==> src/sv/bqcm_pkg.sv <==
// ----------------------------------------------------------------------------
// bqcm_pkg
// Types and constants shared by the quad cell mapper modules.
// ----------------------------------------------------------------------------
package bqcm_pkg;

   localparam int DIV_W   = 8;            // division counts and cell positions
   localparam int COORD_W = 32;           // fixed point coordinates
   localparam int IDX_W   = 16;           // linear cell index
   localparam int W_W     = 2 * DIV_W;    // bilinear weight, also n*m
   localparam int NPT     = 4;            // cell corners per result
   localparam int NCORN   = 4;            // quad corners I, J, K, L
   localparam int NAX     = 2;            // y and z
   localparam int NLANE   = NPT * NAX;    // one blend per corner and axis
   localparam int PROD_W  = COORD_W + W_W;
   localparam int DVD_W   = COORD_W + W_W + 2;
   localparam int DSR_W   = W_W + 1;
   localparam int DSTEPS  = COORD_W;      // one quotient bit per divider stage
   localparam int Q_DEPTH = 4;
   localparam int Q_AW    = 2;
   localparam int NREG    = NCORN * NAX;
   localparam int REG_AW  = 5;

   // quad corner order, register index is corner * NAX + axis
   localparam int CORNER_I = 0;
   localparam int CORNER_J = 1;
   localparam int CORNER_K = 2;
   localparam int CORNER_L = 3;

   typedef logic [NREG-1:0][COORD_W-1:0] corner_set_type;

   typedef struct packed {
      logic [IDX_W-1:0]                    index;
      logic                                invalid;
      logic [W_W-1:0]                      den;
      logic [NPT-1:0][NCORN-1:0][W_W-1:0]  wt;
   } cell_job_type;

   typedef struct packed {
      logic [IDX_W-1:0] index;
      logic             invalid;
   } cell_meta_type;

endpackage

==> src/sv/bqcm_csr.sv <==
// ----------------------------------------------------------------------------
// bqcm_csr
// Corner coordinate registers behind the APB-style configuration port.
// ----------------------------------------------------------------------------
module bqcm_csr (
   input  logic                                clock,
   input  logic                                reset,
   input  logic                                psel,
   input  logic                                penable,
   input  logic                                pwrite,
   input  logic [bqcm_pkg::REG_AW-1:0]         paddr,
   input  logic [31:0]                         pwdata,
   output logic [31:0]                         prdata,
   output bqcm_pkg::corner_set_type            corners
);

   bqcm_pkg::corner_set_type corner_ff;
   logic [$clog2(bqcm_pkg::NREG)-1:0] reg_sel;

   assign reg_sel = paddr[bqcm_pkg::REG_AW-1:2];

   always_ff @(posedge clock) begin
      if (reset) begin
         corner_ff <= '0;
      end else if (psel && penable && pwrite) begin
         corner_ff[reg_sel] <= pwdata;
      end
   end

   assign prdata  = corner_ff[reg_sel];
   assign corners = corner_ff;

endmodule

==> config.mk <==
export PLATFORM = sky130hd
export DESIGN_NAME = bqcm_csr
export DESIGN_NICKNAME = d
export VERILOG_FILES = /design/src/sv/bqcm_pkg.sv /design/src/sv/bqcm_csr.sv
export SDC_FILE = /design/constraint.sdc
export NUM_CORES = 1
export LEC_CHECK = 0
export BUFFER_PORTS_ARGS = -buffer_cell sky130_fd_sc_hd__buf_4
export CAP_MARGIN = 20
export CORE_MARGIN = 1.5
export CORE_UTILIZATION = 53
export CTS_CLUSTER_DIAMETER = 120
export DETAILED_ROUTE_END_ITERATION = 12
export PLACE_DENSITY = 0.82
export SLEW_MARGIN = 30
export SYNTH_ARGS = -nofsm -noshare
export SYNTH_HDL_FRONTEND = slang
export SYNTH_SLANG_ARGS = --single-unit
==> constraint.sdc <==
create_clock -name clock -period 2.05 [get_ports clock]
set_input_delay 0.3075 -clock clock [delete_from_list [all_inputs] [get_ports clock]]
set_output_delay 0.3075 -clock clock [all_outputs]
set_load 0.05 [all_outputs]
==> run_results.csv <==
group,metric,value,unit
synthesis,synth_ff_type,"dfxtp_1",
routing,drt_pass1_iterations,6,
die,start_util,53.6,%
routing,final_antenna_net_count,0,
sta,slew_headroom,71.6,%
sta,period_needed,2.10,ns
synthesis,yosysSeqAreaShare,42.5,%
synthesis,synth-edff-count,0,
finish,final_cell_mix,"buf_4, nand2b_1, mux2i_1",
routing,vias,9548,
place,dp_hpwl,23100,um
global_routing,grt_max_degree,118,
setup_path,cp.arrival,1.79,ns
pwr,power.leakage,8.67,nW
global_routing,grt.overflow.total,0,
routing,initialDrtViolationCount,422,
routing,wirelength,36900,um
synthesis,yosysTopAreaCellShare,42.5,%
sta,slew_viol_final,0,
setup_path,rrSetupSlack,1.21,ns
setup_path,required,1.74,ns
die,die_x,154,um
place,placed_cell_area,14800,um2
sta,hold_viol,0,
finish,final_common_cell,"buf_4",
clocking,cts.sinks,256,
synthesis,synth_cell_types,27,
die,placementRows,55,
synthesis,yosys_register_bits,256,
finish,drive_gt1_share,55.3,%
pwr,ir_worst_vdd,0.000571,V
synthesis,synth_cells,1027,
setup_path,cp-end-kind,"primary output",
routing,vias_per_cell,5.53,
global_routing,grt_pass1_vias,9895,
global_routing,grt_pass1_wl,56200,um
finish,fin_area,17000,um2
flow_run,maxCapViolCount,0,
sta,post-route-period-util,102,%
die,die-area,23700,um2
clocking,cts_max_path_buffers,3,
clocking,clock_latency,0.53,ns
setup_path,worstPathMaxFanout,2,
die,die_h,154,um
setup_path,cp-start-kind,"flip-flop",
finish,syn_to_final_growth,41.2,%
synthesis,syn_area,12100,um2
synthesis,synth_top_cell_by_area,"dfxtp_1",
synthesis,avgSynthCellArea,11.7,um2
clocking,ctsRootBufferMaster,"clkbuf_16",
die,io_pins,330,
routing,drc,0,
place,place.gp.congestion,0.814,
clocking,path_clk_slew,0.06,ns
sta,max_freq,476,MHz
pwr,power_density,636,nW/um2
sta,rsz0062_at_grt,"yes",
clocking,holdBufCountCts,0,
sta,setup_slack,-0.0491,ns
status,violations,"negative setup slack",
clocking,cts_tree,"built",
finish,diodes,0,
sta,setup_violations,25,
synthesis,synth_area_leaders,"dfxtp_1, mux2i_1, nand2b_1",
hold_path,hp-class,"primary input to flip-flop",
sta,finalSetupTns,-0.454,ns
place,dpl_worst_slack,0.0183,ns
place,numPortBuffers,327,
routing,routedWlPerCell,21.4,um
clocking,h-tree-depth,1,
clocking,cts_buffers,27,
sta,tightest_slew,0.426,ns
sta,skew,0,ns
global_routing,antenna_found_initial,0,
finish,largest_register_ffs,256,
setup_path,crit_type,"flip-flop to primary output",
synthesis,async_reset_ff_share,0,%
synthesis,synth_nets,1069,
synthesis,yosys_warnings,0,
global_routing,grtUsageTotal,30.4,%
pwr,fin_total_pwr,10.8,mW
finish,fin_nets,1468,
die,core,22500,um2
status,status,"finished with violations",
[timing repair]
| action | in CTS | in global routing |
|---|---|---|
| setup endpoints to repair | 31 | 31 |
| setup buffers | 103 | 13 |
| gates resized for setup | 213 | 27 |
[worst paths after layout]
kind / start / end / depth (start not counted)
worst min-delay path: pwdata[1] / corners[33]$_SDFFE_PP0P_ / 3
worst min register to register: corners[16]$_SDFFE_PP0P_ / corners[16]$_SDFFE_PP0P_ / 2
worst max register to register: corners[131]$_SDFFE_PP0P_ / corners[131]$_SDFFE_PP0P_ / 4
worst max-delay path: corners[98]$_SDFFE_PP0P_ / prdata[2] / 3
[synth_stat cells (3+ instances only)]
master    number
buf_1         28
buf_12         4
buf_2         39
buf_4          3
buf_6          3
clkbuf_1      33
dfxtp_1      256
mux2_2         3
mux2_4        29
mux2i_1      257
mux4_2        62
nand2_1        5
nand2b_1     288
[where the power goes]
part / leakage, nW / internal [mW] / switching, mW
Combinational: 6.08 / 0.398 / 0.511
Clock: 0.432 / 2.90 / 1.98
Sequential: 2.15 / 5.01 / 0.0287
Total: 8.67 / 8.31 / 2.52
[per-stage QoR]
step / hold WS (ns) / utilization [%] / std cells
3_3_place_gp: 0.472 / 65.9 / 1566
2_1_floorplan: 0.614 / - / 1027
5_1_grt: 0.251 / 75.7 / 1728
4_1_cts: 0.219 / 75.0 / 1715
6_report: 0.226 / 75.7 / 1728
3_5_place_dp: 0.477 / 65.9 / 1566
[routing by layer]
layer | part of all wire [%] | wire length, um | GRT usage, %
met1 | 39 | 14500 | 36.2
met2 | 50 | 18500 | 53.6
met3 | 7.5 | 2770 | 7.13
met4 | 3.0 | 1110 | 10.4
met5 | 0 | 0 | 0
[cells by family (layout without fill, tap and decap cells)]
kind of cell	after synthesis	in the layout	synth area share [%]
multiplexers	351	351	36.8
buffers and inverters	111	527	4.68
flip-flops	256	256	42.5
AND/OR/NAND/NOR	305	305	15.8
AO/OA/AOI/OAI	4	4	0.259
[final cells by class]
class,instances,area (um2)
Timing Repair Buffer,480,4050
Tap cell,285,357
Clock inverter,10,133
Multi-Input combinational cell,660,6400
Inverter,1,3.75
Fill cell,1442,5480
Clock buffer,36,739
Sequential cell,256,5350
[critical path, cell delays in order, from the launching register on]
cell and delay, ns:
dfxtp_2 0.33, mux4_2 0.48, mux2_4 0.30, buf_8 0.15
Power figures use the tool's default switching activity.
