==> src/sv/bqcm_pkg.sv <==
// ----------------------------------------------------------------------------
// bqcm_pkg
// Types and constants shared by the quad cell mapper modules.
// ----------------------------------------------------------------------------
package bqcm_pkg;

   localparam int DIV_W   = 8;            // division counts and cell positions
   localparam int COORD_W = 32;           // fixed point coordinates
   localparam int IDX_W   = 16;           // linear cell index
   localparam int W_W     = 2 * DIV_W;    // bilinear weight, also n*m
   localparam int NPT     = 4;            // cell corners per result
   localparam int NCORN   = 4;            // quad corners I, J, K, L
   localparam int NAX     = 2;            // y and z
   localparam int NLANE   = NPT * NAX;    // one blend per corner and axis
   localparam int PROD_W  = COORD_W + W_W;
   localparam int DVD_W   = COORD_W + W_W + 2;
   localparam int DSR_W   = W_W + 1;
   localparam int DSTEPS  = COORD_W;      // one quotient bit per divider stage
   localparam int Q_DEPTH = 4;
   localparam int Q_AW    = 2;
   localparam int NREG    = NCORN * NAX;
   localparam int REG_AW  = 5;

   // quad corner order, register index is corner * NAX + axis
   localparam int CORNER_I = 0;
   localparam int CORNER_J = 1;
   localparam int CORNER_K = 2;
   localparam int CORNER_L = 3;

   typedef logic [NREG-1:0][COORD_W-1:0] corner_set_type;

   typedef struct packed {
      logic [IDX_W-1:0]                    index;
      logic                                invalid;
      logic [W_W-1:0]                      den;
      logic [NPT-1:0][NCORN-1:0][W_W-1:0]  wt;
   } cell_job_type;

   typedef struct packed {
      logic [IDX_W-1:0] index;
      logic             invalid;
   } cell_meta_type;

endpackage

==> src/sv/bqcm_req_if.sv <==
// ----------------------------------------------------------------------------
// bqcm_req_if
// Cell request channel: valid/ready handshake with the cell position words.
// ----------------------------------------------------------------------------
interface bqcm_req_if;
   logic                      valid;
   logic                      ready;
   logic [bqcm_pkg::DIV_W-1:0] cell_col;
   logic [bqcm_pkg::DIV_W-1:0] cell_row;
   logic [bqcm_pkg::DIV_W-1:0] div_ij;
   logic [bqcm_pkg::DIV_W-1:0] div_jk;

   modport source (output valid, cell_col, cell_row, div_ij, div_jk, input ready);
   modport sink (input valid, cell_col, cell_row, div_ij, div_jk, output ready);
endinterface

==> src/sv/bqcm_front.sv <==
// ----------------------------------------------------------------------------
// bqcm_front
// Checks each request, forms the bilinear weights and n*m, and queues the job.
// ----------------------------------------------------------------------------
module bqcm_front (
   input  logic                   clock,
   input  logic                   reset,
   bqcm_req_if.sink               req_ch,
   input  logic                   pop,
   output logic                   job_valid,
   output bqcm_pkg::cell_job_type job_head
);

   localparam int DW = bqcm_pkg::DIV_W;
   localparam int WW = bqcm_pkg::W_W;

   bqcm_pkg::cell_job_type job_in;
   bqcm_pkg::cell_job_type q_ff [bqcm_pkg::Q_DEPTH];
   logic [bqcm_pkg::Q_AW-1:0] wptr_ff, rptr_ff;
   logic [bqcm_pkg::Q_AW:0]   cnt_ff;
   logic bad, push;

   always_comb begin
      logic [DW-1:0] a, b, na, mb;
      bad = (req_ch.div_ij == '0) || (req_ch.div_jk == '0) ||
            (req_ch.cell_col >= req_ch.div_ij) || (req_ch.cell_row >= req_ch.div_jk);
      job_in.invalid = bad;
      job_in.index   = bad ? '0 : WW'(req_ch.cell_row) * WW'(req_ch.div_ij) +
                              WW'(req_ch.cell_col);
      job_in.den     = bad ? WW'(1) : WW'(req_ch.div_ij) * WW'(req_ch.div_jk);
      for (int pt = 0; pt < bqcm_pkg::NPT; pt++) begin
         a  = (pt == 1 || pt == 2) ? req_ch.cell_col + DW'(1) : req_ch.cell_col;
         b  = (pt >= 2) ? req_ch.cell_row + DW'(1) : req_ch.cell_row;
         na = req_ch.div_ij - a;
         mb = req_ch.div_jk - b;
         job_in.wt[pt][bqcm_pkg::CORNER_I] = bad ? '0 : WW'(na) * WW'(mb);
         job_in.wt[pt][bqcm_pkg::CORNER_J] = bad ? '0 : WW'(a) * WW'(mb);
         job_in.wt[pt][bqcm_pkg::CORNER_K] = bad ? '0 : WW'(a) * WW'(b);
         job_in.wt[pt][bqcm_pkg::CORNER_L] = bad ? '0 : WW'(na) * WW'(b);
      end
   end

   assign req_ch.ready = (cnt_ff != (bqcm_pkg::Q_AW+1)'(bqcm_pkg::Q_DEPTH));
   assign push         = req_ch.valid && req_ch.ready;
   assign job_valid    = (cnt_ff != '0);
   assign job_head     = q_ff[rptr_ff];

   always_ff @(posedge clock) begin
      if (reset) begin
         wptr_ff <= '0;
         rptr_ff <= '0;
         cnt_ff  <= '0;
      end else begin
         if (push) begin
            wptr_ff <= wptr_ff + 1'b1;
         end
         if (pop) begin
            rptr_ff <= rptr_ff + 1'b1;
         end
         if (push && !pop) begin
            cnt_ff <= cnt_ff + 1'b1;
         end else if (pop && !push) begin
            cnt_ff <= cnt_ff - 1'b1;
         end
      end
   end

   always_ff @(posedge clock) begin
      if (push) begin
         q_ff[wptr_ff] <= job_in;
      end
   end

endmodule

==> src/flat_wrapper.sv <==
// flat-port wrapper written by rule: the top's interface ports become plain ports
module bqcm_front_flat 
  (clock, reset, pop, job_valid, job_head, req_ch_valid, req_ch_cell_col, req_ch_cell_row, req_ch_div_ij, req_ch_div_jk, req_ch_ready);
  bqcm_req_if req_ch_i ();
  input  logic clock;
  input  logic reset;
  input  logic pop;
  output logic job_valid;
  output bqcm_pkg::cell_job_type job_head;
  input wire logic [$bits(req_ch_i.valid)-1:0] req_ch_valid;
  input wire logic [$bits(req_ch_i.cell_col)-1:0] req_ch_cell_col;
  input wire logic [$bits(req_ch_i.cell_row)-1:0] req_ch_cell_row;
  input wire logic [$bits(req_ch_i.div_ij)-1:0] req_ch_div_ij;
  input wire logic [$bits(req_ch_i.div_jk)-1:0] req_ch_div_jk;
  output wire logic [$bits(req_ch_i.ready)-1:0] req_ch_ready;
  assign req_ch_i.valid = req_ch_valid;
  assign req_ch_i.cell_col = req_ch_cell_col;
  assign req_ch_i.cell_row = req_ch_cell_row;
  assign req_ch_i.div_ij = req_ch_div_ij;
  assign req_ch_i.div_jk = req_ch_div_jk;
  assign req_ch_ready = req_ch_i.ready;
  bqcm_front u_core (.clock(clock), .reset(reset), .req_ch(req_ch_i), .pop(pop), .job_valid(job_valid), .job_head(job_head));
endmodule
==> config.mk <==
export PLATFORM = sky130hd
export DESIGN_NAME = bqcm_front_flat
export DESIGN_NICKNAME = d
export VERILOG_FILES = /design/src/sv/bqcm_pkg.sv /design/src/sv/bqcm_req_if.sv /design/src/sv/bqcm_front.sv /design/src/flat_wrapper.sv
export SDC_FILE = /design/constraint.sdc
export NUM_CORES = 2
export LEC_CHECK = 0
export BUFFER_PORTS_ARGS = -buffer_cell sky130_fd_sc_hd__clkbuf_2
export CAP_MARGIN = 40
export CORE_ASPECT_RATIO = 0.5
export CORE_MARGIN = 2
export CORE_UTILIZATION = 52
export DETAILED_ROUTE_END_ITERATION = 10
export GPL_TIMING_DRIVEN = 0
export PLACE_DENSITY = 0.72
export SLEW_MARGIN = 20
export SYNTH_ARGS = -nofsm -noshare
export SYNTH_HDL_FRONTEND = slang
export SYNTH_SLANG_ARGS = --single-unit
==> constraint.sdc <==
create_clock -name clock -period 8.1 [get_ports clock]
set_input_delay 0.81 -clock clock [delete_from_list [all_inputs] [get_ports clock]]
set_output_delay 0.81 -clock clock [all_outputs]
set_load 0.03 [all_outputs]
==> qor.yml <==
status:
  status: "finished clean"
clocking:
  postCtsHoldBufs: 0
  root_buffer: "clkbuf_16"
  clkSlewWorstSetupHoldPaths_ns: 0.07
  clock_sink_count: 1165
  cts_tree: "built"
  cts-buffers-inserted: 99
  insertion_delay_ns: 0.72
  htreeDepth: 3
  clock_path_buffers: 3
synth:
  yosys-top-cells-area: "edfxtp_1 (42%), fa_1 (16%), ha_1 (10%)"
  synth.distinct_cells: 66
  yosys.area_share.simple_pct: 10.43
  synthAdderAreaFrac_pct: 26.67
  synthMuxAreaShare_pct: 8.013
  synth_top_area_cell: "edfxtp_1"
  synth_edf_count: 1156
  synth.top_cell.area_share_pct: 42.47
  synth_flop_cell: "edfxtp_1"
  netlist_instances: 6613
  syn_avg_cell_area_sq_um: 12.36
  yosysWarnings: 0
  synth-seq-cells: 1165
  synth_area_sq_um: 81740
  ys_seq_area_share_pct: 42.69
  synthXorXnorAreaFrac_pct: 2.281
  synth_compound_area_share_pct: 3.972
  syn_nets: 7995
  synthArstFlopShare_pct: 0
  synth_top_family_by_area: "adder cells"
route:
  wl_per_cell_um: 26.30
  drt_wl_total_mm: 245.6
  vias: 55290
  drc_errors: 0
  antenna_left: 0
  dr.pass1.iters: 6
  drtIter0Drc: 6284
  via_per_inst: 5.920
timing:
  grt_setup_unrepaired: "false"
  post-route-period-util_pct: 99.04
  fin_crit_ns: 8.022
  maxSlewViolCount: 0
  max_freq_mhz: 124.7
  tightestPinTransition_ns: 1.044
  skew_ns: 0.01736
  final-hold-violation-count: 0
  setup_viol: 0
  maxSlewHeadroom_pct: 30.37
setup_path:
  crit_family: "adder cells"
  start_kind: "input port"
  cp_num_buf_inv: 6
  r2r-end: "u_core.q_ff[0][5]"
  r2r_slack_ns: 5.30
  criticalPathCategory: "in2reg"
  crit_top_cell: "fa_1"
  crit_arrival_ns: 8.44
  end_kind: "flip-flop"
  critPathSlowestCell: "fa_1"
  crit_required_ns: 8.51
  cpPeakStageDelay_ns: 0.62
  r2r_cells: 7
  r2r_start: "u_core.cnt_ff[0]"
  cp_max_fo: 10
worst_hold_path:
  hold_depth: 2
  hold_class: "in2reg"
  worstHoldEndpoint: "u_core.cnt_ff[0]"
  hp-start: "reset"
cells_and_area:
  fin_nets: 8546
  final_cell_mix: "edfxtp_1 (1156), inv_1 (934), ha_1 (685)"
  syn_to_final_growth_pct: 11.64
  final_common_cell: "edfxtp_1"
  fillCellCount: 12380
  finalNonFillerCells: 9340
  layout-drive-gt1-share_pct: 14.21
  final_area_sq_um: 91260
global_route:
  antenna_found_initial: 24
  grt.overflow.total: 0
  grt_max_degree: 48
  grt_pass1_wl_mm: 359.0
  grt_use_total_pct: 30.72
  grt_pass1_vias: 54830
floorplanning:
  fp-row-count: 102
  start_util_pct: 52.58
  fp.dieW_um: 564.7
  fp.dieH_um: 284.3
  die_area_sq_um: 160600
  ioPinCount: 327
  core_area_sq_um: 155400
placed_design:
  io_buffer_count: 318
  place_area_sq_um: 87710
  gp_congestion: 1.023
  post-dp-hpwl_mm: 189.6
  dp.cells: 9124
power:
  power_leakage_nw: 38.70
  powerDensity_nw_per_um2: 405.8
  vdd.ir_drop.worst_mv: 0.4169
flow_run:
  maxCapViolCount: 0
[cell usage after synthesis (all sizes together), types with 29 or more instances]
library cell  count
a211oi           65
a21o             60
a21oi            86
and2            238
and3             55
buf              88
clkbuf          234
edfxtp         1156
fa              661
ha              685
inv             938
mux4            289
nand2           472
nand2b           33
nand3           114
nor2            684
nor2b            29
nor3            155
o21a             45
o21ai            69
or3              31
xnor2            96
xor2            113
[sequential cells by signal, indices dropped and copies added (netlist names), named ones only]
register / cells
u_core.cnt_ff: 3
u_core.q_ff: 1156
u_core.rptr_ff: 2
u_core.wptr_ff: 2
[metal layers]
layer  up-vias  global-route usage, %  part of all wire [%]
met5         -                      0                 0.019
met4         6                  8.733                   3.1
met3       480                  10.07                    13
met2      2844                  45.35                    44
met1     28180                  43.51                    40
li1      23780                      -                     -
[area by class of cell]
type | instances | area (sq um) | area share (%)
clock buffer | 130 | 2604 | 2.853
clock inverter | 48 | 462.9 | 0.5073
sequential | 1165 | 34890 | 38.24
inverter | 946 | 3557 | 3.898
timing repair buffer | 454 | 3557 | 3.898
multi-input combinational | 4180 | 42180 | 46.22
tap | 2080 | 2603 | 2.852
antenna | 19 | 47.55 | 0.05210
buffer | 318 | 1356 | 1.486
[how the worst max path moves through the flow]
stage | slack, ns | end | from | cells past startpoint
after floorplan | 0.81 | u_core.q_ff[0][126] | req_ch_cell_col[5] | 25
after global placement | -3.36 | u_core.q_ff[2][141] | req_ch_cell_col[5] | 22
after detailed placement | -1.46 | u_core.q_ff[0][79] | req_ch_cell_col[5] | 24
after CTS | 0.007 | u_core.q_ff[3][222] | req_ch_cell_row[1] | 26
after global routing | 0.004 | u_core.q_ff[3][60] | req_ch_cell_col[3] | 25
final | 0.08 | u_core.q_ff[2][78] | req_ch_cell_col[0] | 25
[through the flow]
| step | worst slack (ns) | TNS, ns | hold WS [ns] | util [%] | power, mW |
|---|---|---|---|---|---|
| 3_3_place_gp | -3.365 | -662.90 | 0.4852 | 55.29 | 31.56 |
| 4_1_cts | 0.006790 | 0 | 0.4221 | 58.44 | 36.71 |
| 5_1_grt | 0.003614 | 0 | 0.4537 | 58.69 | 39.76 |
| 3_5_place_dp | -1.458 | -266.97 | 0.4918 | 56.43 | 31.84 |
| 2_1_floorplan | 0.8057 | 0 | 0.4669 | - | 25.12 |
| 6_report | 0.07803 | 0 | 0.4512 | 58.71 | 37.03 |
[where the power goes]
part,total (mW),internal [mW],switching (mW)
logic,23.9,8.97,14.9
clock network,4.64,2.50,2.14
registers,8.48,8.28,0.204
total,37.0,19.7,17.3
[logic make-up after synthesis]
logic type	count (synthesis)
flops	1165
xor+xnor	209
buf+inv	1268
compound gates	471
fa+ha+maj	1346
mux	293
simple gates	1861
[timing repair]
action | CTS | global route
setup endpoints to repair | 177 | 164
hold endpoints to repair | 0 | 0
buffers inserted | 0 | 0
resized for setup | 23 | 52
No activity file was read; power rests on OpenSTA's default activity.
